==> config.mk <==
export PLATFORM = sky130hd
export DESIGN_NAME = lnr_bisect
export DESIGN_NICKNAME = d
export VERILOG_FILES = /design/src/rtl/core/lnr_pkg.sv /design/src/rtl/core/lnr_bisect.sv
export SDC_FILE = /design/constraint.sdc
export NUM_CORES = 2
export LEC_CHECK = 0
export BUFFER_PORTS_ARGS = -buffer_cell sky130_fd_sc_hd__buf_4
export CAP_MARGIN = 25
export CORE_MARGIN = 5
export CORE_UTILIZATION = 57
export DETAILED_ROUTE_END_ITERATION = 10
export MAX_ROUTING_LAYER = met4
export PLACE_DENSITY_LB_ADDON = 0.25
export RECOVER_POWER = 100
export SLEW_MARGIN = 5
export SYNTH_ARGS = -nofsm -noshare
export SYNTH_HDL_FRONTEND = slang
export SYNTH_SLANG_ARGS = --single-unit
==> constraint.sdc <==
create_clock -name clk -period 6.7 [get_ports clk]
set_input_delay 1.005 -clock clk [delete_from_list [all_inputs] [get_ports clk]]
set_output_delay 1.005 -clock clk [all_outputs]
set_load 0.02 [all_outputs]
==> src/rtl/core/lnr_pkg.sv <==
package lnr_pkg;

	localparam int LANES      = 16;
	localparam int QUADS      = LANES / 4;
	localparam int XW         = 8;
	localparam int QUAD_W     = XW + 2;
	localparam int SUM_W      = XW + 4;
	localparam int D_W        = SUM_W + 1;
	localparam int M_W        = SUM_W;
	localparam int SQ_W       = 2 * M_W;
	localparam int SQ_QUAD_W  = SQ_W + 2;
	localparam int SQSUM_W    = SQ_W + 5;
	localparam int EPS_W      = 12;
	localparam int NUM3_W     = SQ_W + EPS_W;
	localparam int OUT_SHIFT  = 12;
	localparam int NUM_W      = NUM3_W + OUT_SHIFT;
	localparam int DEN_W      = SQSUM_W + EPS_W;
	localparam int ROOT_STEPS = 7;
	localparam int Q_W        = ROOT_STEPS;
	localparam int QD_W       = DEN_W + Q_W;
	localparam int CAND_W     = NUM_W + 8;
	localparam int DEPTH      = 6 + ROOT_STEPS;

	localparam logic [EPS_W-1:0] EPS_DEN = EPS_W'(3125);
	localparam logic [7:0]       EPS_NUM = 8'd128;

	typedef logic signed [XW-1:0] elem_t;
	typedef logic [SQ_W-1:0]      sq_t;
	typedef logic [NUM3_W-1:0]    num3_t;
	typedef logic [DEN_W-1:0]     den_t;

endpackage

==> src/rtl/core/lnr_bisect.sv <==
module lnr_bisect
	import lnr_pkg::*;
(
	input  logic       clk,
	input  logic       en,
	input  num3_t      num,
	input  logic       neg,
	input  den_t       den [ROOT_STEPS],
	output logic [7:0] res
);

	logic [NUM_W-1:0] p_q   [ROOT_STEPS+1];
	logic [QD_W-1:0]  qd_q  [ROOT_STEPS+1];
	logic [Q_W-1:0]   q_q   [ROOT_STEPS+1];
	logic [NUM_W-1:0] num_q [ROOT_STEPS+1];
	logic             neg_q [ROOT_STEPS+1];

	assign p_q[0]   = '0;
	assign qd_q[0]  = '0;
	assign q_q[0]   = '0;
	assign num_q[0] = {num, OUT_SHIFT'(0)};
	assign neg_q[0] = neg;

	for (genvar j = 0; j < ROOT_STEPS; j++) begin : g_step
		localparam int K = ROOT_STEPS - 1 - j;
		logic [CAND_W-1:0] cand;
		logic              take;

		always_comb begin
			cand = CAND_W'(p_q[j]) + (CAND_W'(qd_q[j]) << (K + 1))
				+ (CAND_W'(den[j]) << (2 * K));
			take = cand <= CAND_W'(num_q[j]);
		end

		always_ff @(posedge clk) begin
			if (en) begin
				p_q[j+1]   <= take ? NUM_W'(cand) : p_q[j];
				qd_q[j+1]  <= take ? qd_q[j] + (QD_W'(den[j]) << K) : qd_q[j];
				q_q[j+1]   <= take ? (q_q[j] | (Q_W'(1) << K)) : q_q[j];
				num_q[j+1] <= num_q[j];
				neg_q[j+1] <= neg_q[j];
			end
		end
	end

	always_comb begin
		if (neg_q[ROOT_STEPS]) res = 8'(-{1'b0, q_q[ROOT_STEPS]});
		else res = {1'b0, q_q[ROOT_STEPS]};
	end

endmodule

==> flow_metrics.env <==
export IMPL_outcome="finished with violations"
export IMPL_violations="capacitance limit, slew limit"
export IMPL_p_leak_nw=32.5
export IMPL_final_antenna_net_count=0
export IMPL_drive_gt1_share_pct=21.9
export IMPL_drt_initial_drc_count=3354
export IMPL_ios=334
export IMPL_vias_per_cell=5.91
export IMPL_slew_viol_final=92
export IMPL_p_seq_share_pct=23.1
export IMPL_clkLatencyLatePin_ns=0.66
export IMPL_synth_xor_xnor_area_share_pct=5.95
export IMPL_overflow=0
export IMPL_final_cell_count_no_fill=8328
export IMPL_dr_pass1_iters=6
export IMPL_cts_sinks=722
export IMPL_dieArea_um2=116000
export IMPL_relSlewSlack_pct=-271
export IMPL_path_clk_slew_ns=0.06
export IMPL_layout_common_cells="866 x buf_4, 772 x ha_1, 722 x edfxtp_1"
export IMPL_criticalPathCategory="in2reg"
export IMPL_p_int_w=0.0166
export IMPL_final_core_util_pct=68.0
export IMPL_synth_cell_types=100
export IMPL_r2r_start="qd_q[198]"
export IMPL_critical_path_top_delay_family="simple AND/OR/NAND/NOR gates"
export IMPL_yosys_register_bits=722
export IMPL_wirelength_met1_um=75400
export IMPL_cts_buffers=82
export IMPL_cts_tree="built"
export IMPL_clock_power_share_pct=17.0
export IMPL_seq_area_frac_synth_pct=34.8
export IMPL_net_switching_power_w=0.0111
export IMPL_row_count=121
export IMPL_setup_slack_ns=0.181
export IMPL_ff2ff_path_depth=27
export IMPL_hp_class="reg2reg"
export IMPL_gp_congestion=0.980
export IMPL_synth_cells=5938
export IMPL_htreeDepth=3
export IMPL_required_ns=7.10
export IMPL_ctsHoldBuffers=0
export IMPL_core_area_um2=109000
export IMPL_crit_arrival_ns=6.92
export IMPL_place_ws_ns=-0.828
export IMPL_fmax_ghz=0.153
export IMPL_start_kind="input port"
export IMPL_netSwitchingFraction_pct=40.2
export IMPL_syn_avg_cell_area_um2=10.5
export IMPL_hold_viol=0
export IMPL_synth_compound_area_share_pct=16.8
export IMPL_dr_wl_met3_um=8600
export IMPL_cellPowerDensity_nw_per_um2=375
export IMPL_yosys_area_share_simple_pct=10.2
export IMPL_period_needed_ns=6.52
export IMPL_die_h_um=340
export IMPL_grt_pass1_wl_um=272000
export IMPL_hold_path_startpoint="neg_q[5]"
export IMPL_fp_dieW_um=340
export IMPL_end_kind="flop"
export IMPL_comb_power_share_pct=59.9
export IMPL_clockRootBuffer="clkbuf_16"
export IMPL_tightestPinTransition_ns=5.57
export IMPL_synth_top_family_by_area="adder cells"
export IMPL_path_buf_inv=4
export IMPL_final_common_cell="buf_4"
export IMPL_route_detailed_wl_per_inst_um=21.4
export IMPL_initial_utilization_pct=57.2
export IMPL_min_path_cells=0
export IMPL_ys_flop_type="edfxtp_1"
export IMPL_grt_max_degree=162
export IMPL_max_vdd_ir_drop_uv=205
export IMPL_r2r_slack_ns=0.19
export IMPL_syn_cell_area_um2=62200
export IMPL_whs_ns=0.415
export IMPL_muxShareOfSynthArea_pct=6.55
export IMPL_detailed_place_hpwl_um=148000
export IMPL_synth_edff_count=722
export IMPL_hold_end="neg_q[4]"
export IMPL_final_period_utilization_pct=97.3
export IMPL_placed_cells=8129
export IMPL_r2r_end="p_q[170]"
export IMPL_grt_pass1_vias=49900
export IMPL_crit_slowest_cell="or4_1"
export IMPL_yosys_warnings=0
export IMPL_drc=0
export IMPL_drt_wl_total_um=178000
export IMPL_cap_viol_max_count=1
export IMPL_area_growth_pct=18.8
export IMPL_top_layer_used="met4"
export IMPL_clk_path_buf_depth=3
export IMPL_fin_nets=8129
export IMPL_setup_viol=0
export IMPL_met2WireLength_um=84800
export IMPL_path_max_fanout=11
export IMPL_synthAdderAreaFrac_pct=22.0
export IMPL_slowest_delay_ns=0.62
export IMPL_clock_skew_ns=0.0227
export IMPL_vias=49200
export IMPL_synthArstFlopShare_pct=0
export IMPL_buffer_ports_inserted=333
export IMPL_antenna_found_initial=17
export IMPL_grtUsageTotal_pct=30.7
what timing repair did:
| item | in CTS | in global routing |
|---|---|---|
| endpoints found under the setup margin | 101 | 259 |
| buffers inserted | 1 | 17 |
| pin swaps | 1 | 23 |
| gates cloned | 0 | 13 |
| gates resized for setup | 4 | 73 |
worst register-to-register path, stage by stage, from the launching register on:
cell	delay, ns
edfxtp_1	0.46
fa_1	0.63
ha_4	0.23
a211oi_4	0.26
o211ai_1	0.15
a31o_2	0.25
a221o_1	0.38
a311o_1	0.36
a31oi_4	0.24
nand2_1	0.09
a21oi_2	0.15
o21bai_1	0.10
xnor2_1	0.14
ha_1	0.29
nand2_2	0.08
nor3_2	0.10
nand4_1	0.11
or4_4	0.48
nor3_4	0.14
nor2_1	0.06
a211oi_1	0.25
o311ai_1	0.15
nor3b_2	0.19
buf_4	0.18
nand2_8	0.10
clkinv_8	0.13
clkbuf_16	0.18
mux2_2	0.35
metal layers:
layer	global-route usage [%]	vias to the layer above
met5	-	-
met4	14.1	0
met3	3.57	370
met2	50.3	1367
met1	38.5	23600
li1	-	23900
metrics by stage:
stage	TNS [ns]	cell area (um2)	power, W
after floorplan	0	62300	0.0166
after global placement	-184.38	70400	0.0221
after detailed placement	-216.78	70400	0.0225
after CTS	0	73300	0.0273
after global routing	-2.64	73900	0.0298
final	0	73900	0.0277
power by group through the flow:
stage | sequential (W) | combinational, W | clock, W
floorplan | 0.00617 | 0.0104 | 0
global placement | 0.00646 | 0.0156 | 0
detailed placement | 0.00647 | 0.0160 | 0
CTS | 0.00637 | 0.0162 | 0.00480
global route | 0.00645 | 0.0183 | 0.00499
finish | 0.00640 | 0.0166 | 0.00471
worst max-delay path by stage:
stage | start | end | slack [ns] | cells past startpoint
2_1_floorplan | den[127] | qd_q[181] | 0.002 | 27
3_3_place_gp | den[127] | qd_q[151] | -0.70 | 27
3_5_place_dp | den[127] | qd_q[151] | -0.83 | 27
4_1_cts | den[3] | q_q[0] | 0.02 | 28
5_1_grt | qd_q[99] | qd_q[75] | -0.05 | 26
6_report | den[126] | p_q[170] | 0.18 | 27
cell usage after synthesis (all sizes together) (15+ instances only):
| master | n | area share [%] |
|---|---|---|
| ha | 773 | 16 |
| edfxtp | 722 | 35 |
| a21oi | 512 | 4.1 |
| inv | 433 | 2.6 |
| mux2 | 343 | 6.3 |
| nand2 | 313 | 1.9 |
| o21ai | 292 | 2.3 |
| a21o | 285 | 3.4 |
| xnor2 | 284 | 4.0 |
| nor2 | 264 | 1.6 |
| fa | 200 | 6.4 |
| xor2 | 139 | 2.0 |
| nand3 | 123 | 0.99 |
| nand4 | 112 | 1.1 |
| clkbuf | 97 | 0.59 |
| nor3 | 88 | 0.71 |
| o21bai | 86 | 1.0 |
| o21a | 70 | 0.84 |
| nor2b | 66 | 0.66 |
| nand2b | 62 | 0.62 |
| and2 | 58 | 0.58 |
| a211oi | 50 | 0.63 |
| buf | 45 | 0.49 |
| o211ai | 45 | 0.55 |
| or2 | 45 | 0.45 |
| a31oi | 44 | 0.45 |
| and3 | 43 | 0.43 |
| o31ai | 27 | 0.34 |
| or3 | 24 | 0.24 |
| a21boi | 22 | 0.27 |
| nor4 | 20 | 0.23 |
| a221oi | 16 | 0.24 |
| a2111oi | 15 | 0.21 |
| mux2i | 15 | 0.24 |
area by class of cell:
type	instances	area, um2
fill	8508	34800
sequential	722	21700
timing repair inverter	1	11.3
inverter	433	1640
multi-input combinational	4646	38600
timing repair buffer	944	7380
clock buffer	102	2280
clock inverter	49	551
antenna	17	42.5
tap	1414	1770
state kept, by name, indices dropped and copies added (netlist names):
| name | count |
|---|---|
| neg_q | 7 |
| qd_q | 226 |
| q_q | 28 |
| p_q | 245 |
| num_q | 216 |
kinds of logic (layout without fill, tap and decap cells):
group / after synthesis / count (layout)
AO/OA/AOI/OAI: 1621 / 1621
AND/OR/NAND/NOR: 1265 / 1265
adder cells (fa/ha/maj): 973 / 973
flip-flops: 722 / 722
buffers and inverters: 575 / 1529
XOR/XNOR: 423 / 423
multiplexers: 358 / 358
other: 1 / 23
No activity file was read; power rests on OpenSTA's default activity.
