**config.mk**
```make
export PLATFORM = sky130hd
export DESIGN_NAME = lnr_merge
export DESIGN_NICKNAME = d
export VERILOG_FILES = /design/src/rtl/core/lnr_pkg.sv /design/src/rtl/core/lnr_merge.sv
export SDC_FILE = /design/constraint.sdc
export NUM_CORES = 1
export LEC_CHECK = 0
export BUFFER_PORTS_ARGS = -buffer_cell sky130_fd_sc_hd__buf_2
export CAP_MARGIN = 20
export CORE_UTILIZATION = 55
export DETAILED_ROUTE_END_ITERATION = 8
export GPL_TIMING_DRIVEN = 1
export PLACE_DENSITY = 0.85
export SYNTH_ARGS = -nofsm -noshare
export SYNTH_HDL_FRONTEND = slang
export SYNTH_SLANG_ARGS = --single-unit
export TNS_END_PERCENT = 20
```
**constraint.sdc**
```tcl
create_clock -name clk -period 15.3 [get_ports clk]
set_clock_uncertainty 0.2 [all_clocks]
set_input_delay 3.06 -clock clk [delete_from_list [all_inputs] [get_ports clk]]
set_output_delay 3.06 -clock clk [all_outputs]
set_load 0.02 [all_outputs]
```
**src/rtl/core/lnr_pkg.sv**
```systemverilog
package lnr_pkg;

	localparam int LANES      = 16;
	localparam int QUADS      = LANES / 4;
	localparam int XW         = 8;
	localparam int QUAD_W     = XW + 2;
	localparam int SUM_W      = XW + 4;
	localparam int D_W        = SUM_W + 1;
	localparam int M_W        = SUM_W;
	localparam int SQ_W       = 2 * M_W;
	localparam int SQ_QUAD_W  = SQ_W + 2;
	localparam int SQSUM_W    = SQ_W + 5;
	localparam int EPS_W      = 12;
	localparam int NUM3_W     = SQ_W + EPS_W;
	localparam int OUT_SHIFT  = 12;
	localparam int NUM_W      = NUM3_W + OUT_SHIFT;
	localparam int DEN_W      = SQSUM_W + EPS_W;
	localparam int ROOT_STEPS = 7;
	localparam int Q_W        = ROOT_STEPS;
	localparam int QD_W       = DEN_W + Q_W;
	localparam int CAND_W     = NUM_W + 8;
	localparam int DEPTH      = 6 + ROOT_STEPS;

	localparam logic [EPS_W-1:0] EPS_DEN = EPS_W'(3125);
	localparam logic [7:0]       EPS_NUM = 8'd128;

	typedef logic signed [XW-1:0] elem_t;
	typedef logic [SQ_W-1:0]      sq_t;
	typedef logic [NUM3_W-1:0]    num3_t;
	typedef logic [DEN_W-1:0]     den_t;

endpackage

```
**src/rtl/core/lnr_merge.sv**
```systemverilog
module lnr_merge
	import lnr_pkg::*;
(
	input  logic clk,
	input  logic en,
	input  sq_t  m2 [LANES],
	output den_t den,
	output logic flat
);

	logic [SQ_QUAD_W-1:0] quad_s4 [QUADS];
	logic [SQSUM_W-1:0]   sq_s5;
	den_t                 den_s6;
	logic                 flat_s6;

	always_ff @(posedge clk) begin
		if (en) begin
			for (int g = 0; g < QUADS; g++) begin
				quad_s4[g] <= SQ_QUAD_W'(m2[4*g]) + SQ_QUAD_W'(m2[4*g+1])
					+ SQ_QUAD_W'(m2[4*g+2]) + SQ_QUAD_W'(m2[4*g+3]);
			end
			sq_s5   <= SQSUM_W'(quad_s4[0]) + SQSUM_W'(quad_s4[1])
				+ SQSUM_W'(quad_s4[2]) + SQSUM_W'(quad_s4[3]);
			den_s6  <= DEN_W'(sq_s5) * DEN_W'(EPS_DEN) + DEN_W'(EPS_NUM);
			flat_s6 <= (sq_s5 == '0);
		end
	end

	assign den  = den_s6;
	assign flat = flat_s6;

endmodule

```
==> key figures, run 1 <==
Clock network
  – Max Root-Sink Buffers: 2
  – Root buf cell: clkbuf_16
  – Reg clk slew, reported paths: 0.08 ns
  – CTS tree: built
  – CTS Sinks: 174
  – Post CTS Setup Buffer Count: 0
  – Clock Latency Late Sink: 0.46 ns
  – # H-tree levels: 4
  – TritonCTS Buffers: 17
  – CTS resizes: 0
  – Post-CTS Hold Buffers: 0

Synthesis
  – Async S/R FF share, synth: 0%
  – Register area share after synthesis: between 20% and 30%
  – Area leader, netlist: fa_1
  – Synth Warn #: 0
  – Synthesized flop and latch total: 174
  – Post-Syn Nets: 2922
  – Synth cell types: 77
  – Most used DFF post-synth: edfxtp_1
  – Area share of the largest cell type after synthesis: 29.73%
  – Mapped cell area: 22090 sq um
  – Synthesized area per cell: 11.74 sq um
  – Mapped Cells: 1882
  – EDFF count, synth: roughly 170
  – Largest cells by area after synthesis: fa_1 (30%), edfxtp_1 (24%), ha_1 (18%)

Floorplanning
  – Die Ht: about 200 um
  – Row count: 73
  – Ports: 428
  – Total core area: ~40000 sq um
  – Die footprint: about 40000 sq um
  – Die W: 202.4 um
  – Initial core utilization: 55.73%

Timing
  – Final worst path period need: 6.757 ns
  – Max Clk Rate: 148.0 MHz
  – Least-Margin Pin Slew: 1.055 ns
  – Final setup fails: 0
  – RSZ-0062 raised after global routing: no
  – Worst slew margin: 29.68%
  – Setup tns final: 0 ns
  – Final Cycle Share: 44.17%
  – Final Slew Violations: 0
  – Final hold violations: 0

GRT
  – Number of global-route vias before repair: around 17k
  – First-pass GRT wire length: around 86000 um
  – Total grt overflow: 0
  – Total GRT Usage: 27.20%
  – Largest net degree at the start of global routing: 110
  – Initial antenna violation count: 8

Drt
  – DR WL/cell: 18.73 um
  – DRC viols: 0
  – Top layer in use: met4
  – Antenna Nets Post-Route: 0
  – DRT Pass-1 Iters: 5
  – Routed length on met3: ~1900 um
  – DR vias/cell: about 5.5
  – Metal2 WL: 27860 um
  – M1 WL: about 22000 um
  – Total routed wirelength: 53680 um
  – Vias: 15.72k
  – Initial drt markers: 895

Layout
  – Finished Core Util: ~64%
  – Non-filler instance count after layout: 2865
  – Filler instances: 3108
  – Share of layout cells above drive strength 1: 21.05%
  – Fin nets: about 3.4k
  – Area growth syn-to-layout: 15.32%

Worst hold path
  – Worst hold start: sq_s5[1]
  – Hold Path Sink: den[1]
  – Hold depth: 0
  – Tightest Hold Check Type: reg2reg

Worst setup path
  – Slowest stage delay, CP: 0.60 ns
  – CP Capture Type: register
  – WS Path Type: in2reg
  – Delay-heaviest family, CP: compound AO/OA/AOI/OAI gates
  – Critical path fanouts, max: 5
  – Arrival @ worst endpoint: between 6 and 7 ns
  – Critical R2R Capture: den[40]
  – Register-to-Register Path Depth: 19
  – WP buf/inv: 1
  – CP max stage cell: fa_1
  – Cell chain of the critical path: buf_2, fa_1, fa_1, ha_1, a21oi_2, a21oi_1, a211oi_1, a31oi_1, o31ai_1, o21ai_1, a21oi_1, o21ai_0, a21o_1
  – R2r setup slk: about 9.7 ns
  – Req. time, crit path: 15.32 ns
  – Crit path launch: m2[201]
  – R2R Path Start: sq_s5[2]
  – Crit path launch type: input port

Run
  – Max_cap viols: 0

Placement
  – Port bufs: 427
  – Hpwl dp: about 47000 um
  – GP Congestion: 0.9643
  – Placed Instances: 2825

Run status
  – Outcome: finished, final reports clean
## per-stage QoR
stage | worst slack (ns) | instance area, sq um | hold WS, ns
2_1_floorplan | 8.744 | 22090 | 0.3119
3_3_place_gp | 8.279 | 24860 | 0.3727
3_5_place_dp | 8.166 | 24860 | 0.3923
4_1_cts | 8.633 | 25450 | 0.4060
5_1_grt | 8.389 | 25470 | 0.4250
6_report | 8.543 | 25470 | 0.3988
## how the worst max path moves through the flow
stage                                 to  cells past startpoint  slack, ns
after floorplan           quad_s4[3][24]                     12       8.74
after global placement    quad_s4[3][25]                     15       8.28
after detailed placement  quad_s4[1][25]                     13       8.17
after CTS                 quad_s4[1][25]                     13       8.63
after global routing      quad_s4[1][25]                     13       8.39
final                     quad_s4[1][25]                     13       8.54
## synthesized netlist by cell type, types with 4 or more instances
master,number
a211oi_1,10
a211oi_2,4
a21o_1,67
a21oi_1,122
a31o_2,4
a31oi_1,11
and3_1,6
clkbuf_1,9
edfxtp_1,174
fa_1,328
ha_1,326
inv_1,254
nand2_1,61
nand2b_1,17
nand3_1,23
nand4_1,18
nor2_1,64
nor2b_1,16
nor3_1,15
o211ai_1,11
o21a_1,21
o21ai_0,51
o21ai_1,11
o21bai_1,17
o31a_1,7
o31ai_1,4
or3_1,9
xnor2_1,97
xor2_1,49
## placed cells by master, fill, tap and decap left out, drive strengths merged, types with 7 or more instances in the layout
master / netlist / routed
a211oi: 14 / 14
a21o: 67 / 67
a21oi: 125 / 125
a31oi: 14 / 14
buf: 1 / 428
clkbuf: 9 / 18
diode: 0 / 8
edfxtp: 174 / 174
fa: 328 / 328
ha: 326 / 326
inv: 254 / 262
nand2: 61 / 61
nand2b: 17 / 17
nand3: 23 / 23
nand4: 18 / 18
nor2: 65 / 65
nor2b: 16 / 16
nor3: 15 / 15
o211ai: 11 / 11
o21a: 21 / 21
o21ai: 66 / 66
o21bai: 18 / 18
o31a: 7 / 7
or3: 9 / 9
xnor2: 97 / 97
xor2: 49 / 49
## layer usage
layer,global-route usage [%],vias to the layer above
li1,-,7440
met1,31.92,7674
met2,49.46,495
met3,2.838,107
met4,13.29,0
met5,0,-
## cells by family (layout without fill, tap and decap cells)
group,after synthesis,count (layout),synth area share [%]
xor+xnor,146,146,5.789
flops,174,174,23.65
other cells,0,8,0
mux,1,1,0.04531
buf+inv,264,714,4.492
fa+ha+maj,654,654,48.19
simple gates,241,241,5.256
compound gates,402,402,12.57
## state kept, by name (all words and copies together) (netlist names)
| register | flops |
|---|---|
| quad_s4 | 104 |
| den | 41 |
| sq_s5 | 28 |
| flat | 1 |
## cell type report
type | instances | area, sq um | share of cell area [%]
clock inverters | 14 | 165.2 | 0.6484
clock buffers | 18 | 429.2 | 1.685
inverters | 254 | 953.4 | 3.743
repair buffers | 428 | 2151 | 8.443
flip-flops and latches | 174 | 5225 | 20.51
well taps | 525 | 656.9 | 2.579
diodes | 8 | 20.02 | 0.07859
multi-input cells | 1444 | 15870 | 62.31
## worst register-to-register path: cells and delay by family, from the launching register on
family,cells,cell delay [ns]
AOI/OAI and AO/OA,8,2.06
xor gates and xnor gates,2,0.30
adders and majority gates,6,2.18
buffers and inverters,3,0.16
DFF,1,0.47
Power of run 1 is not shown: default switching activity piles up to over one toggle a cycle in this logic, so the estimate is an artifact.
==> run 2, diff against run 1 <==
- CORE_UTILIZATION: 55 -> 52
- clock period: 15.3 -> 6.1 ns (I/O delays scaled with it)
==> key figures, run 2 (same netlist as run 1, synthesis figures left out) <==
GRT
  – Total GRT Usage: 25.55% (-1.6 points)
  – Initial antenna violation count: 9 (+1)
  – Largest net degree at the start of global routing: 82 (-25%)
  – First-pass GRT wire length: 86460 um (about the same)
  – Number of global-route vias before repair: 17.14k (-2.0%)
  – Total grt overflow: 0 (unchanged)

Clock network
  – CTS resizes: 0 (unchanged)
  – Post CTS Setup Buffer Count: 0 (unchanged)
  – Reg clk slew, reported paths: 0.08 ns (about the same)
  – # H-tree levels: 4 (unchanged)
  – Post-CTS Hold Buffers: 0 (unchanged)
  – TritonCTS Buffers: 17 (unchanged)
  – Max Root-Sink Buffers: 2 (unchanged)
  – Clock Latency Late Sink: 0.44 ns (-0.02 ns)
  – CTS tree: built
  – Root buf cell: clkbuf_16
  – CTS Sinks: 174 (unchanged)

Layout
  – Share of layout cells above drive strength 1: 21.05% (about the same)
  – Most common cell after layout, fill and taps aside: buf_2
  – Fin nets: 3360 (+0.030%)
  – Most flops, register: quad_s4
  – Max reg flops: 104 (unchanged)
  – Final instance area: 25460 sq um (about the same)
  – Most frequent cells in the layout: buf_2 (426), fa_1 (328), ha_1 (326)
  – Area growth syn-to-layout: 15.26% (about the same)

Drt
  – DR WL/cell: 18.74 um (about the same)
  – DR vias/cell: 5.472 (-0.25%)
  – Antenna Nets Post-Route: 0 (unchanged)
  – DRT Pass-1 Iters: 5 (unchanged)
  – DRC viols: 0 (unchanged)
  – Total routed wirelength: 54000 um (+0.61%)
  – Initial drt markers: 894 (-0.11%)
  – Vias: 15.76k (+0.31%)

Timing
  – Final setup fails: 0 (unchanged)
  – WHS: 0.3889 ns (-0.009878 ns)
  – Final worst path period need: roughly 5.5 ns
  – RSZ-0062 raised after global routing: no
  – Final hold violations: 0 (unchanged)
  – Worst slew margin: 48.45% (+19 points)
  – Least-Margin Pin Slew: 0.7732 ns (-0.2816 ns)
  – Final Cycle Share: 89.94%
  – Final Slew Violations: 0 (unchanged)
  – Setup tns final: 0 ns (unchanged)
  – Max Clk Rate: between 150 and 200 MHz

Worst setup path
  – Req. time, crit path: 6.10 ns (-9.22 ns)
  – CP Capture Type: register
  – Crit path launch type: register
  – WS Path Type: reg2reg
  – Critical path fanouts, max: 5 (unchanged)
  – Arrival @ worst endpoint: 5.48 ns (-1.30 ns)

Run status
  – Outcome: finished, final reports clean

Floorplanning
  – Total core area: 41950 sq um (+5.8%)
  – Row count: 75 (+2.7%)
  – Die Ht: 208.1 um (+2.8%)
  – Die footprint: 43310 sq um (+5.7%)
  – Die W: 208.1 um (+2.8%)
  – Initial core utilization: 52.66% (-3.1 points)
  – Ports: 428 (unchanged)

Run
  – Max_cap viols: 0 (unchanged)

Placement
  – GP Congestion: 0.9532 (-1.2%)
  – Hpwl dp: 47410 um (+1.5%)
  – Placed inst area: 24880 sq um (+0.10%)
  – Port bufs: 427 (unchanged)

Worst hold path
  – Tightest Hold Check Type: reg2reg
## run 2: area by class of cell
type	count	area [sq um]
Timing Repair Buffer	429	2158
Clock buffer	17	425.4
Antenna cell	9	22.52
Tap cell	539	674.4
Sequential cell	174	5225
Multi-Input combinational cell	1444	15870
Inverter	254	953.4
Clock inverter	15	130.1
Fill cell	3386	16480
## run 2: per-layer routing
metal	global-route usage, %	vias to the layer above	routed length (um)	share of wire, %
met1	31.60	7750	22840	42
li1	-	7445	-	-
met2	46.18	480	27450	51
met4	9.911	0	1934	3.6
met5	0	-	0	0
met3	2.325	89	1774	3.3
## run 2: metrics by stage
stage                     std cells  setup slack (ns)  utilization, %
after floorplan                1882             1.056               -
after global placement         2840            0.7171           59.32
after detailed placement       2840            0.6297           59.32
after CTS                      2872            0.6325           60.65
after global routing           2881            0.3520           60.70
final                          2881            0.6139           60.70
## run 2: final timing paths
path,startpoint,to,slack (ns),cells past startpoint
max,sq_s5[2],den[40],0.61,19
min,quad_s4[1][0],sq_s5[0],0.39,1
max reg2reg,sq_s5[2],den[40],0.61,19
min reg2reg,quad_s4[1][0],sq_s5[0],0.39,1
## run 2: critical path, cell delays in order (launching register included)
cell and delay (ns):
edfxtp_1 0.42, inv_1 0.08, ha_1 0.32, ha_1 0.22, xor2_1 0.17, ha_1 0.30
fa_1 0.54, inv_1 0.05, fa_1 0.47, inv_1 0.04, ha_1 0.32, a21oi_1 0.25
o21ai_1 0.15, a31o_1 0.27, a311o_1 0.40, a41oi_2 0.38, o31ai_1 0.18, a21oi_1 0.24
o21ai_1 0.12, xnor2_1 0.13
Power of run 2 is left out for the same reason.
==> run 3, diff against run 2 <==
- CORE_UTILIZATION: 52 -> 55
- HOLD_SLACK_MARGIN: not set -> 0.08
- clock period: 6.1 -> 6.55 ns (I/O delays scaled with it)
==> key figures, run 3 (same netlist as run 1, synthesis figures left out) <==
Layout
  – Fin nets: 3360 (unchanged)
  – Final instance area: 25450 sq um (about the same)
  – Most common cell after layout, fill and taps aside: buf_2
  – Max reg flops: 104 (unchanged)
  – Share of layout cells above drive strength 1: 21.00% (-0.043 points)
  – Most frequent cells in the layout: buf_2 (426), fa_1 (328), ha_1 (326)
  – Area growth syn-to-layout: 15.20% (about the same)
  – Most flops, register: quad_s4

Timing
  – Least-Margin Pin Slew: 0.7989 ns (+0.02574 ns)
  – Final worst path period need: 5.471 ns (-0.01497 ns)
  – Max Clk Rate: 182.8 MHz (+0.27%)
  – RSZ-0062 raised after global routing: no
  – Final setup fails: 0 (unchanged)
  – Setup tns final: 0 ns (unchanged)
  – Final Slew Violations: 0 (unchanged)
  – Setup slack after layout: 1.079 ns (+0.4650 ns)
  – Worst slew margin: 46.74% (-1.7 points)
  – Final Cycle Share: 83.53% (-6.4 points)
  – Final hold violations: 0 (unchanged)
  – WHS: 0.3781 ns (-0.01083 ns)

Clock network
  – Clock Latency Late Sink: 0.44 ns (about the same)
  – Post-CTS Hold Buffers: 0 (unchanged)
  – CTS tree: built
  – TritonCTS Buffers: 17 (unchanged)
  – CTS resizes: 0 (unchanged)
  – Max Root-Sink Buffers: 2 (unchanged)
  – Post CTS Setup Buffer Count: 0 (unchanged)
  – # H-tree levels: 4 (unchanged)
  – Reg clk slew, reported paths: 0.08 ns (about the same)
  – CTS Sinks: 174 (unchanged)
  – Root buf cell: clkbuf_16

Worst hold path
  – Tightest Hold Check Type: reg2reg
  – Hold depth: 0 (-1)

Floorplanning
  – Die Ht: 202.4 um (-2.7%)
  – Total core area: 39640 sq um (-5.5%)
  – Die W: 202.4 um (-2.7%)
  – Row count: 73 (-2.7%)
  – Die footprint: 40970 sq um (-5.4%)
  – Ports: 428 (unchanged)
  – Initial core utilization: 55.73% (+3.1 points)

Worst setup path
  – Setup crit end: den[39]
  – Crit path launch: sq_s5[14]
  – Req. time, crit path: 6.54 ns (+0.44 ns)
  – Critical R2R Capture: den[39]
  – WS Path Type: reg2reg
  – Register-to-Register Path Depth: 19 (unchanged)
  – Arrival @ worst endpoint: 5.47 ns (about the same)
  – Crit path launch type: register
  – Critical path fanouts, max: 5 (unchanged)
  – CP Capture Type: register
  – R2r setup slk: 1.08 ns (+0.46 ns)
  – R2R Path Start: sq_s5[14]

GRT
  – First-pass GRT wire length: 86640 um (+0.20%)
  – Total GRT Usage: 27.24% (+1.7 points)
  – Initial antenna violation count: 7 (-2)
  – Total grt overflow: 0 (unchanged)
  – Number of global-route vias before repair: 17.24k (+0.58%)
  – Largest net degree at the start of global routing: 88 (+7.3%)

Drt
  – DRT Pass-1 Iters: 5 (unchanged)
  – Vias: 15.74k (-0.16%)
  – DR WL/cell: 19.02 um (+1.5%)
  – Routed length on met3: 1956 um (+10%)
  – Initial drt markers: 859 (-3.9%)
  – Total routed wirelength: 54480 um (+0.88%)
  – DR vias/cell: 5.495 (+0.43%)
  – Antenna Nets Post-Route: 0 (unchanged)
  – Top layer in use: met5
  – M1 WL: 22050 um (-3.5%)
  – Metal2 WL: 28240 um (+2.9%)
  – DRC viols: 0 (unchanged)

Placement
  – Placed inst area: 24870 sq um (about the same)
  – Hpwl dp: 47360 um (-0.12%)
  – Post-Place Worst Slack: 1.083 ns (+0.4532 ns)
  – GP Congestion: 0.9612 (+0.84%)
  – Port bufs: 427 (unchanged)

Run status
  – Outcome: finished, final reports clean

Run
  – Max_cap viols: 0 (unchanged)
==> run 3: cell count changes in the layout (fill, tap and decap cells not counted), sizes merged <==
cell	delta
clkinv	-1
clkbuf	+2
inv	-2
bufinv	+1
diode	-3
==> run 3: cell type report <==
class,count,area (sq um)
Antenna cell,6,15.01
Tap cell,525,656.9
Clock inverter,13,133.9
Multi-Input combinational cell,1444,15870
Inverter,254,953.4
Clock buffer,19,432.9
Timing Repair Buffer,429,2158
Fill cell,3097,14190
Sequential cell,174,5225
==> run 3: how the worst min path moves through the flow <==
| stage | startpoint | to | slack, ns |
|---|---|---|---|
| after CTS | sq_s5[1] | den[1] | 0.38 |
| final | sq_s5[1] | den[1] | 0.38 |
| after floorplan | sq_s5[1] | den[1] | 0.31 |
| after global routing | sq_s5[1] | den[1] | 0.40 |
| after global placement | sq_s5[1] | den[1] | 0.34 |
| after detailed placement | sq_s5[1] | den[1] | 0.37 |
==> run 3: through the flow <==
step,std cells,util [%]
after floorplan,1882,-
after CTS,2858,64.16
after global placement,2826,62.73
after global routing,2864,64.20
after detailed placement,2826,62.73
final,2864,64.20
==> run 3: layer usage <==
metal / up-vias / global-route usage (%)
met5: - / 0
met1: 7733 / 32.98
met3: 91 / 2.693
li1: 7441 / -
met4: 2 / 11.79
met2: 472 / 49.18
==> run 3: worst max-delay path, cell delays in order (launching register included) <==
cell and delay, ns:
edfxtp_1 0.48, ha_1 0.34, ha_1 0.27, inv_1 0.05, fa_1 0.49, inv_1 0.07, fa_1 0.53, inv_1 0.05
fa_1 0.47, inv_1 0.04, ha_1 0.32, and2_1 0.22, a221o_1 0.36, a31oi_4 0.24, a2bb2oi_2 0.15, a211oi_2 0.31
o21ai_1 0.16, a21o_1 0.20, a21oi_1 0.19, xnor2_1 0.08
Power of run 3 is left out for the same reason.
