===== src/rtl/core/lnr_pkg.sv =====
package lnr_pkg;

	localparam int LANES      = 16;
	localparam int QUADS      = LANES / 4;
	localparam int XW         = 8;
	localparam int QUAD_W     = XW + 2;
	localparam int SUM_W      = XW + 4;
	localparam int D_W        = SUM_W + 1;
	localparam int M_W        = SUM_W;
	localparam int SQ_W       = 2 * M_W;
	localparam int SQ_QUAD_W  = SQ_W + 2;
	localparam int SQSUM_W    = SQ_W + 5;
	localparam int EPS_W      = 12;
	localparam int NUM3_W     = SQ_W + EPS_W;
	localparam int OUT_SHIFT  = 12;
	localparam int NUM_W      = NUM3_W + OUT_SHIFT;
	localparam int DEN_W      = SQSUM_W + EPS_W;
	localparam int ROOT_STEPS = 7;
	localparam int Q_W        = ROOT_STEPS;
	localparam int QD_W       = DEN_W + Q_W;
	localparam int CAND_W     = NUM_W + 8;
	localparam int DEPTH      = 6 + ROOT_STEPS;

	localparam logic [EPS_W-1:0] EPS_DEN = EPS_W'(3125);
	localparam logic [7:0]       EPS_NUM = 8'd128;

	typedef logic signed [XW-1:0] elem_t;
	typedef logic [SQ_W-1:0]      sq_t;
	typedef logic [NUM3_W-1:0]    num3_t;
	typedef logic [DEN_W-1:0]     den_t;

endpackage


===== src/rtl/core/lnr_lane.sv =====
module lnr_lane
	import lnr_pkg::*;
(
	input  logic                    clk,
	input  logic                    en,
	input  elem_t                   x,
	input  logic signed [SUM_W-1:0] s,
	output sq_t                     m2,
	output num3_t                   num,
	output logic                    neg
);

	logic signed [D_W-1:0] d;
	logic [M_W-1:0]        m;
	sq_t                   m2_s3;
	logic                  neg_s3, neg_s4, neg_s5, neg_s6;
	num3_t                 num_s4, num_s5, num_s6;

	always_comb begin
		d = (D_W'(x) <<< 4) - D_W'(s);
		m = d[D_W-1] ? M_W'(-d) : M_W'(d);
	end

	always_ff @(posedge clk) begin
		if (en) begin
			m2_s3  <= SQ_W'(m) * SQ_W'(m);
			neg_s3 <= d[D_W-1];
			num_s4 <= NUM3_W'(m2_s3) * NUM3_W'(EPS_DEN);
			neg_s4 <= neg_s3;
			num_s5 <= num_s4;
			neg_s5 <= neg_s4;
			num_s6 <= num_s5;
			neg_s6 <= neg_s5;
		end
	end

	assign m2  = m2_s3;
	assign num = num_s6;
	assign neg = neg_s6;

endmodule


===== config.mk =====
export PLATFORM = sky130hd
export DESIGN_NAME = lnr_lane
export DESIGN_NICKNAME = d
export VERILOG_FILES = /design/src/rtl/core/lnr_pkg.sv /design/src/rtl/core/lnr_lane.sv
export SDC_FILE = /design/constraint.sdc
export NUM_CORES = 1
export LEC_CHECK = 0
export ABC_AREA = 1
export ABC_CLOCK_PERIOD_IN_PS = 7100
export BUFFER_PORTS_ARGS = -buffer_cell sky130_fd_sc_hd__buf_2
export CORE_ASPECT_RATIO = 0.8
export CORE_UTILIZATION = 45
export DETAILED_ROUTE_END_ITERATION = 8
export SLEW_MARGIN = 15
export SYNTH_ARGS = -nofsm -noshare
export SYNTH_HDL_FRONTEND = slang
export SYNTH_SLANG_ARGS = --single-unit

===== constraint.sdc =====
create_clock -name clk -period 7.1 [get_ports clk]
set_clock_uncertainty 0.1 [all_clocks]
set_input_delay 1.42 -clock clk [delete_from_list [all_inputs] [get_ports clk]]
set_output_delay 1.42 -clock clk [all_outputs]
set_load 0.02 [all_outputs]

==> results by group, run 1 <==
Status
  – Status: completed

Drt
  – 1st-pass router iterations: 5
  – DRC violations left: 0
  – Avg WL per Cell: 15.20 um
  – Initial DRC count: 554
  – Final antenna-violating net count: 0
  – Via count: 9998
  – Via/cell ratio: 4.877
  – Routed wire length: 31.16 mm

Critical path
  – CP Class: in2reg
  – Kind of end point of the critical path: register
  – Crit path largest cell delay: 550 ps
  – Startpoint Class: input pin
  – Slowest-stage cell, CP: fa_2
  – Maximum fanout along the worst path: 6
  – Critical path required time: 7180 ps
  – Arrival @ worst endpoint: 7090 ps
  – Most frequent CP cell: nand2_2

Placed design
  – Setup WS pre-CTS: -602.8 ps
  – GP Congestion: 0.9311
  – Placed Cells: 1979
  – Final HPWL DP: 25.13 mm
  – Port bufs: 80

Synthesis
  – Yosys cell types: 42
  – Yosys reg bits: 132
  – Yosys warning count: 0
  – Fraction of registers with async set or reset after synthesis: 0
  – Post-synth design cell area: 13630 um^2
  – Synthesized instance count: 1360
  – Top-count cell post-synth: inv_1
  – Post-synth EDFFs: 132
  – Mean area per synthesized cell: 10.03 um^2
  – Top cells by area, synth: edfxtp_1 29%, fa_1 23%, ha_1 18%, inv_1 8.7%, nand2_1 4.9%
  – Top-area cell type share of the netlist area: 0.2907
  – Sequential area share after synthesis: 0.2907
  – Synth cell count leaders: 317 x inv_1, 192 x ha_1, 178 x nand2_1
  – Predominant post-synthesis flop cell: edfxtp_1
  – Largest area contributor in the netlist: edfxtp_1

Clock tree
  – Clk sinks: 132
  – # H-tree levels: 4
  – Worst skew pair latency: 430 ps
  – CTS Hold Bufs: 0
  – Clk root buf: clkbuf_16
  – CTS buffer count: 17
  – TritonCTS clock tree: yes
  – Clock buffer depth: 2
  – Clk pin slew, worst setup/hold paths: 60 ps

Timing
  – Tcrit/Tclk final: 0.9874
  – Setup tns final: 0 ps
  – Worst hold slack: 314.2 ps
  – Slew margin rel.: 0.3072
  – Fin. Hold Viols: 0
  – Final min period: 7011 ps
  – Final setup fails: 0
  – Worst-Margin Slew: 1039 ps
  – Fmax: 142.6 MHz
  – Pins Over Slew Limit: 0
  – Unrepaired setup endpoints after global routing: yes
  – Final worst setup slack: 89.48 ps

Die
  – Die Area: 31000 um^2
  – Initial core utilization: 0.4611
  – Placement Rows: 56
  – Die height: 157.7 um
  – I/O pin count: 83
  – Core area: 29570 um^2
  – Die width: 196.6 um

Finish
  – Antenna diode count: 0
  – Ratio of cells with drive above 1 in the final layout: 0.2859
  – Final #Nets: 2004
  – Synth-to-layout area growth: 27.36%
  – Layout Cells excl Fill: 2050
  – Final-layout fill cell count: 2535

Hold path
  – Worst hold path class: reg2reg

Global routing
  – Met3 GRT Util: 0.04346
  – Vias in the first global route: 9912
  – Pin count of the biggest net entering global routing: 83
  – Initial antenna violation count: 0
  – Met1 GRT Util: 0.3077
  – First-pass GRT wire length: 49.73 mm
  – Met2 usage: 0.3121
  – Total GRT Usage: 0.2074
  – Top Usage Layer GRT: met2
  – Grt total ovfl: 0

Flow run
  – Max-cap viol count: 0
kinds of logic (layout without fill, tap and decap cells):
family	Yosys count	count (layout)	share of synthesized area
flops	132	132	0.2907
other cells	2	7	0.0005508
compound gates	126	126	0.05460
xor+xnor	55	55	0.03781
simple gates	356	356	0.1121
fa+ha+maj	350	350	0.4082
buf+inv	339	618	0.09599
final timing paths:
check	startpoint	endpoint	slack, ps	cells past startpoint
worst min register to register	num_s5[26]$_DFFE_PP_	num[26]$_DFFE_PP_	310	0
worst min-delay path	num_s5[26]$_DFFE_PP_	num[26]$_DFFE_PP_	310	0
worst max register to register	m2[4]$_DFFE_PP_	num_s4[33]$_DFFE_PP_	2020	17
worst max-delay path	s[9]	m2[20]$_DFFE_PP_	90	33
state kept, by name, indices dropped and copies added (netlist names):
name / cells
neg: 1
num_s5: 35
m2: 23
neg_s4: 1
neg_s3: 1
num: 35
num_s4: 35
neg_s5: 1
timing repair:
| action | in CTS | in global routing |
|---|---|---|
| pin swaps | 6 | 94 |
| resized for setup | 16 | 171 |
| gates cloned | 0 | 1 |
| setup buffers | 2 | 37 |
| setup endpoints to repair | 5 | 13 |
cell usage in the layout, fill, tap and decap left out, drive strengths merged, types with 7 or more instances in the layout:
cell    synthesis  routed
nand4           8       8
inv           331     333
buf             6     255
fa            158     158
xnor2          17      17
a21oi          57      57
clkbuf          2      19
xor2           38      38
nand3          40      40
conb            2       7
nand3b          7       7
ha            192     192
nor2           96      96
nand2         187     187
edfxtp        132     132
o21ai          34      34
nor3           13      13
a21o           11      11
metrics by stage:
step | area, um^2 | utilization
floorplan | 13780 | -
global placement | 15680 | 0.5303
detailed placement | 15680 | 0.5303
CTS | 16340 | 0.5527
global route | 17360 | 0.5873
finish | 17360 | 0.5873
layout make-up:
cell class / count / area, um^2 / share of cell area
Clock buffer: 18 / 429.2 / 0.02472
Clock inverter: 13 / 148.9 / 0.008575
Inverter: 331 / 1267 / 0.07299
Multi-Input combinational cell: 894 / 9215 / 0.5307
Sequential cell: 132 / 3964 / 0.2283
Tap cell: 406 / 508.0 / 0.02925
Timing Repair Buffer: 256 / 1832 / 0.1055
critical path: cells and delay by family:
kind / cells / cell delay (ps)
xor gates and xnor gates: 1 / 140
buffers and inverters: 8 / 570
and+or+nand+nor: 13 / 1210
adders and majority gates: 7 / 3010
AOI/OAI and AO/OA: 4 / 720
metal layers:
layer	part of all wire	up-vias
met5	0	-
met3	0.056	24
li1	-	4873
met1	0.50	4870
met2	0.43	231
met4	0.011	0
Power of run 1 is left out: the tool's default activity adds up to more than one toggle a clock period on the data nets, which glitch-free logic cannot reach.
==> inputs of run 2 (changes only) <==
--- a/config.mk
+++ b/config.mk
@@ -8,7 +8,9 @@
 export ABC_AREA = 1
 export ABC_CLOCK_PERIOD_IN_PS = 7100
 export BUFFER_PORTS_ARGS = -buffer_cell sky130_fd_sc_hd__buf_2
+export CAP_MARGIN = 10
 export CORE_ASPECT_RATIO = 0.8
+export CORE_MARGIN = 2
 export CORE_UTILIZATION = 45
 export DETAILED_ROUTE_END_ITERATION = 8
 export SLEW_MARGIN = 15
==> run 2 against run 1 <==
Against the previous run: register-to-register slack better by 40 ps; wire length is 2.5% lower; cell count fell by 0.54%; count of clock-buffer cells in the layout is the same; critical path depth up 3; worst hold slack improved by 2.3 ps; first-iteration DRC count down 3.6%; die area grew 2.3%; flip-flop and latch count is the same; fmax increased by 1.3%; via count unchanged; highest routed layer unchanged.
==> results by group, run 2 (same netlist as run 1, synthesis figures left out) <==
Placed design
  – Setup WS pre-CTS: -508.4 ps (+94.38 ps)
  – Dpl cell area: 15690 um^2 (about the same)
  – Port bufs: 80 (unchanged)
  – GP Congestion: 0.9192 (-1.3%)
  – Final HPWL DP: 24.70 mm (-1.7%)

Global routing
  – Pin count of the biggest net entering global routing: 74 (-11%)
  – Grt total ovfl: 0 (unchanged)
  – First-pass GRT wire length: 50.29 mm (+1.1%)
  – Initial antenna violation count: 0 (unchanged)
  – Total GRT Usage: 0.2006 (-0.006810)
  – Vias in the first global route: 9999 (+0.88%)

Critical path
  – Critical path required time: 7180 ps (about the same)
  – Crit path largest cell delay: 540 ps (about the same)
  – Delay-heaviest family, CP: adder cells
  – Arrival @ worst endpoint: 7000 ps (-90 ps)
  – Kind of end point of the critical path: register
  – Reg2reg setup slack: 2060 ps (+40 ps)
  – CP Class: in2reg
  – Startpoint Class: input pin
  – Slowest-stage cell, CP: fa_1
  – CP bufs+invs: 11 (+3)
  – Maximum fanout along the worst path: 5 (-1)

Drt
  – Routed wire length: 30.37 mm (-2.5%)
  – Via/cell ratio: 4.903 (+0.54%)
  – 1st-pass router iterations: 5 (unchanged)
  – DRC violations left: 0 (unchanged)
  – Via count: 9998 (unchanged)
  – Initial DRC count: 534 (-3.6%)
  – Avg WL per Cell: 14.89 um (-2.0%)
  – Final antenna-violating net count: 0 (unchanged)

Clock tree
  – TritonCTS clock tree: yes
  – Clk root buf: clkbuf_16
  – Clk sinks: 132 (unchanged)
  – CTS buffer count: 17 (unchanged)
  – CTS Hold Bufs: 0 (unchanged)
  – Clock buffer depth: 2 (unchanged)
  – # H-tree levels: 4 (unchanged)
  – Worst skew pair latency: 430 ps (about the same)
  – Clk pin slew, worst setup/hold paths: 60 ps (about the same)

Finish
  – Most frequent cells in the layout: 304 x inv_1, 174 x ha_1, 155 x buf_4
  – Antenna diode count: 0 (unchanged)
  – Final core utilization: 0.5774 (-0.009860)
  – Synth-to-layout area growth: 25.22%
  – Most common cell after layout, fill and taps aside: inv_1
  – Final instance area: 17070 um^2 (-1.7%)
  – Ratio of cells with drive above 1 in the final layout: 0.2670 (-0.01889)
  – Final #Nets: 1992 (-0.60%)

Die
  – Core area: 29570 um^2 (unchanged)
  – Die height: 159.7 um (+1.3%)
  – Die Area: 31720 um^2 (+2.3%)
  – Die width: 198.6 um (+1.0%)
  – Initial core utilization: 0.4611 (unchanged)
  – I/O pin count: 83 (unchanged)
  – Placement Rows: 56 (unchanged)

Timing
  – Fmax: 144.5 MHz (+1.3%)
  – Worst-Margin Slew: 929.9 ps (-109.4 ps)
  – Fin. Hold Viols: 0 (unchanged)
  – Slew margin rel.: 0.3801 (+0.07290)
  – Final worst setup slack: 181.6 ps (+92.11 ps)
  – Final setup fails: 0 (unchanged)
  – Final min period: 6918 ps (-92.11 ps)
  – Setup tns final: 0 ps (unchanged)
  – Tcrit/Tclk final: 0.9744 (-0.01297)
  – Pins Over Slew Limit: 0 (unchanged)

Status
  – Status: completed

Flow run
  – Max-cap viol count: 0 (unchanged)

Hold path
  – Worst hold path class: reg2reg
run 2: cell count changes in the layout (fill, tap and decap cells not counted), sizes merged:
| cell | previous run | this run |
|---|---|---|
| buf | 255 | 243 |
| bufinv | 2 | 1 |
| clkinv | 5 | 3 |
| clkinvlp | 4 | 2 |
| inv | 333 | 339 |
run 2: layout make-up:
| class | count | area, um^2 |
|---|---|---|
| clock buffers | 18 | 429.2 |
| clock inverters | 14 | 138.9 |
| fillers | 2558 | 12500 |
| inverters | 331 | 1259 |
| multi-input cells | 894 | 9054 |
| flip-flops and latches | 132 | 3964 |
| well taps | 406 | 508.0 |
| repair buffers | 244 | 1720 |
run 2: worst reg2reg max path, cell delays in order, from the launching register on:
cell      delay, ps
edfxtp_1        510
ha_1            350
ha_1            340
inv_1            80
fa_1            530
inv_1            60
fa_1            510
fa_1            490
ha_1            390
nand2_1         140
nor4_1          470
nand3_1         140
nand3_1         210
nand2_1          90
nand3_1         140
nand2_1         100
nand3_1          80
nand2_1          50
run 2: what timing repair did:
action / in CTS / in global routing
pin swaps: 3 / 76
setup endpoints to repair: 5 / 13
hold endpoints to repair: 0 / 0
buffers inserted: 0 / 24
cloned: 0 / 1
gates resized for setup: 9 / 129
run 2: worst paths after layout:
kind / start / endpoint / cells past startpoint
max reg2reg: m2[4]$_DFFE_PP_ / num_s4[33]$_DFFE_PP_ / 17
max: s[5] / m2[21]$_DFFE_PP_ / 36
min: num_s4[19]$_DFFE_PP_ / num_s5[19]$_DFFE_PP_ / 0
min reg2reg: num_s4[19]$_DFFE_PP_ / num_s5[19]$_DFFE_PP_ / 0
run 2: metrics by stage:
step,hold slack [ps],std cells
floorplan,300.3,1365
detailed placement,304.5,1982
finish,316.5,2039
global placement,300.8,1982
CTS,313.6,2014
global route,319.6,2039
run 2: per-layer routing:
layer | part of all wire | global-route usage | vias up
met5 | 0 | 0 | -
met4 | 0.0074 | 0.03358 | 0
met3 | 0.057 | 0.03738 | 14
li1 | - | - | 4840
met1 | 0.51 | 0.3140 | 4929
met2 | 0.43 | 0.2923 | 215
Power of run 2 is left out for the same reason.
==> inputs of run 3 (changes only) <==
--- a/config.mk
+++ b/config.mk
@@ -13,6 +13,7 @@
 export CORE_MARGIN = 2
 export CORE_UTILIZATION = 45
 export DETAILED_ROUTE_END_ITERATION = 8
+export SETUP_SLACK_MARGIN = 0.2
 export SLEW_MARGIN = 15
 export SYNTH_ARGS = -nofsm -noshare
 export SYNTH_HDL_FRONTEND = slang
==> run 3 against run 2 <==
Against the previous run: fmax is 0.53% lower; wire length is 3.0% higher; worst hold slack worse by 5.5 ps; sequential share of layout area is 0.45 points lower; cell count is 0.54% higher; register-to-register slack better by 90 ps; first-iteration DRC count is 4.3% higher; final area is 2.0% higher.
==> results by group, run 3 (same netlist as run 1, synthesis figures left out) <==
Drt
  – Final antenna-violating net count: 0 (unchanged)
  – Initial DRC count: 557 (+4.3%)
  – Avg WL per Cell: 15.27 um (+2.5%)
  – 1st-pass router iterations: 5 (unchanged)
  – Routed wire length: 31.30 mm (+3.0%)
  – DRC violations left: 0 (unchanged)
  – Via/cell ratio: 4.878 (-0.53%)
  – Via count: 9999 (+0.010%)

Placed design
  – GP Congestion: 0.9365 (+1.9%)
  – Setup WS pre-CTS: -457.0 ps (+51.42 ps)
  – Final HPWL DP: 25.08 mm (+1.6%)
  – Port bufs: 80 (unchanged)

Timing
  – Final setup fails: 0 (unchanged)
  – Final min period: 6955 ps (+36.54 ps)
  – Tcrit/Tclk final: 0.9796 (+0.005146)
  – Slew margin rel.: 0.3806 (+0.0005480)
  – Fmax: 143.8 MHz (-0.53%)
  – Fin. Hold Viols: 0 (unchanged)
  – Unrepaired setup endpoints after global routing: yes
  – Worst-Margin Slew: 929.0 ps (-0.8212 ps)
  – Pins Over Slew Limit: 0 (unchanged)
  – Final worst setup slack: 145.1 ps (-36.54 ps)

Finish
  – Ratio of cells with drive above 1 in the final layout: 0.2987 (+0.03167)
  – Final #Nets: 2003 (+0.55%)
  – Most common cell after layout, fill and taps aside: inv_1
  – Antenna diode count: 0 (unchanged)
  – Final-layout fill cell count: 2558 (unchanged)
  – Most frequent cells in the layout: 286 x inv_1, 175 x ha_1, 155 x buf_4
  – Synth-to-layout area growth: 27.71%

Clock tree
  – Worst skew pair latency: 430 ps (about the same)
  – CTS Hold Bufs: 0 (unchanged)
  – # H-tree levels: 4 (unchanged)
  – CTS buffer count: 17 (unchanged)
  – Clock buffer depth: 2 (unchanged)
  – Clk root buf: clkbuf_16
  – Clk sinks: 132 (unchanged)
  – TritonCTS clock tree: yes
  – Clk pin slew, worst setup/hold paths: 60 ps (about the same)

Global routing
  – Pin count of the biggest net entering global routing: 76 (+2.7%)
  – Vias in the first global route: 10212 (+2.1%)
  – Initial antenna violation count: 0 (unchanged)
  – Met3 GRT Util: 0.03801 (+0.0006336)
  – Total GRT Usage: 0.2059 (+0.005246)
  – First-pass GRT wire length: 51.37 mm (+2.2%)
  – Top Usage Layer GRT: met1
  – Grt total ovfl: 0 (unchanged)
  – Met1 GRT Util: 0.3181 (+0.004067)
  – Met2 usage: 0.3037 (+0.01144)

Critical path
  – CP Class: in2reg
  – Crit path largest cell delay: 550 ps (about the same)
  – Maximum fanout along the worst path: 5 (unchanged)
  – Most frequent CP cell: fa_1
  – Startpoint Class: input pin
  – Slowest-stage cell, CP: fa_1
  – Critical path required time: 7180 ps (about the same)
  – Arrival @ worst endpoint: 7030 ps (+30 ps)
  – Kind of end point of the critical path: register

Die
  – Die Area: 31720 um^2 (unchanged)
  – Placement Rows: 56 (unchanged)
  – Die height: 159.7 um (unchanged)
  – I/O pin count: 83 (unchanged)
  – Die width: 198.6 um (unchanged)
  – Core area: 29570 um^2 (unchanged)
  – Initial core utilization: 0.4611 (unchanged)

Hold path
  – Worst hold path class: reg2reg

Flow run
  – Max-cap viol count: 0 (unchanged)

Status
  – Status: completed
-- run 3: cell types whose count changed in the layout (fill, tap and decap cells not counted), moves of 7 or more --
cell,previous run,this run
buf_6,5,23
nor2_4,12,20
nand2_2,30,37
nand2_1,150,136
inv_1,304,286
inv_2,23,35
-- run 3: worst max-delay path, delay by kind of cell --
kind,cells,cell delay (ps)
XOR/XNOR,2,340
AO/OA/AOI/OAI,7,880
AND/OR/NAND/NOR,4,520
adder cells (fa/ha/maj),7,3050
buffers and inverters,10,820
-- run 3: final timing paths --
path / end / depth (start not counted) / slack [ps] / startpoint
min: num[14]$_DFFE_PP_ / 0 / 310 / num_s5[14]$_DFFE_PP_
min reg2reg: num[14]$_DFFE_PP_ / 0 / 310 / num_s5[14]$_DFFE_PP_
max reg2reg: num_s4[35]$_DFFE_PP_ / 17 / 2150 / m2[9]$_DFFE_PP_
max: m2[19]$_DFFE_PP_ / 30 / 150 / s[9]
-- run 3: stage by stage --
step                      instances  TNS, ps  utilization  hold slack [ps]  cell area [um^2]
final                          2050        0       0.5889            311.1             17410
after global routing           2050   -528.4       0.5889            315.1             17410
after CTS                      2025        0       0.5614            313.4             16600
after detailed placement       1983    -3955       0.5356            304.5             15840
after global placement         1983    -3246       0.5356            300.0             15840
after floorplan                1365        0            -            300.3             13940
-- run 3: timing repair --
item | 4_1_cts | 5_1_grt
resized for setup | 31 | 167
cloned | 1 | 0
endpoints found under the setup margin | 10 | 15
setup buffers | 9 | 25
hold endpoints to repair | 0 | 0
pin swaps | 32 | 95
-- run 3: layout make-up --
cell class | instances | area [um^2] | area share
clock buffers | 18 | 429.2 | 0.02465
flip-flops and latches | 132 | 3964 | 0.2276
multi-input cells | 894 | 9258 | 0.5317
inverters | 331 | 1277 | 0.07336
clock inverters | 14 | 123.9 | 0.007114
well taps | 406 | 508.0 | 0.02917
repair buffers | 255 | 1853 | 0.1064
-- run 3: routing by layer --
metal	wire, um	share of wire	up-vias
met5	0	0	-
met4	244	0.0078	0
met3	1802	0.058	22
met2	13630	0.44	242
met1	15620	0.50	4865
li1	-	-	4870
Power of run 3 is left out for the same reason.
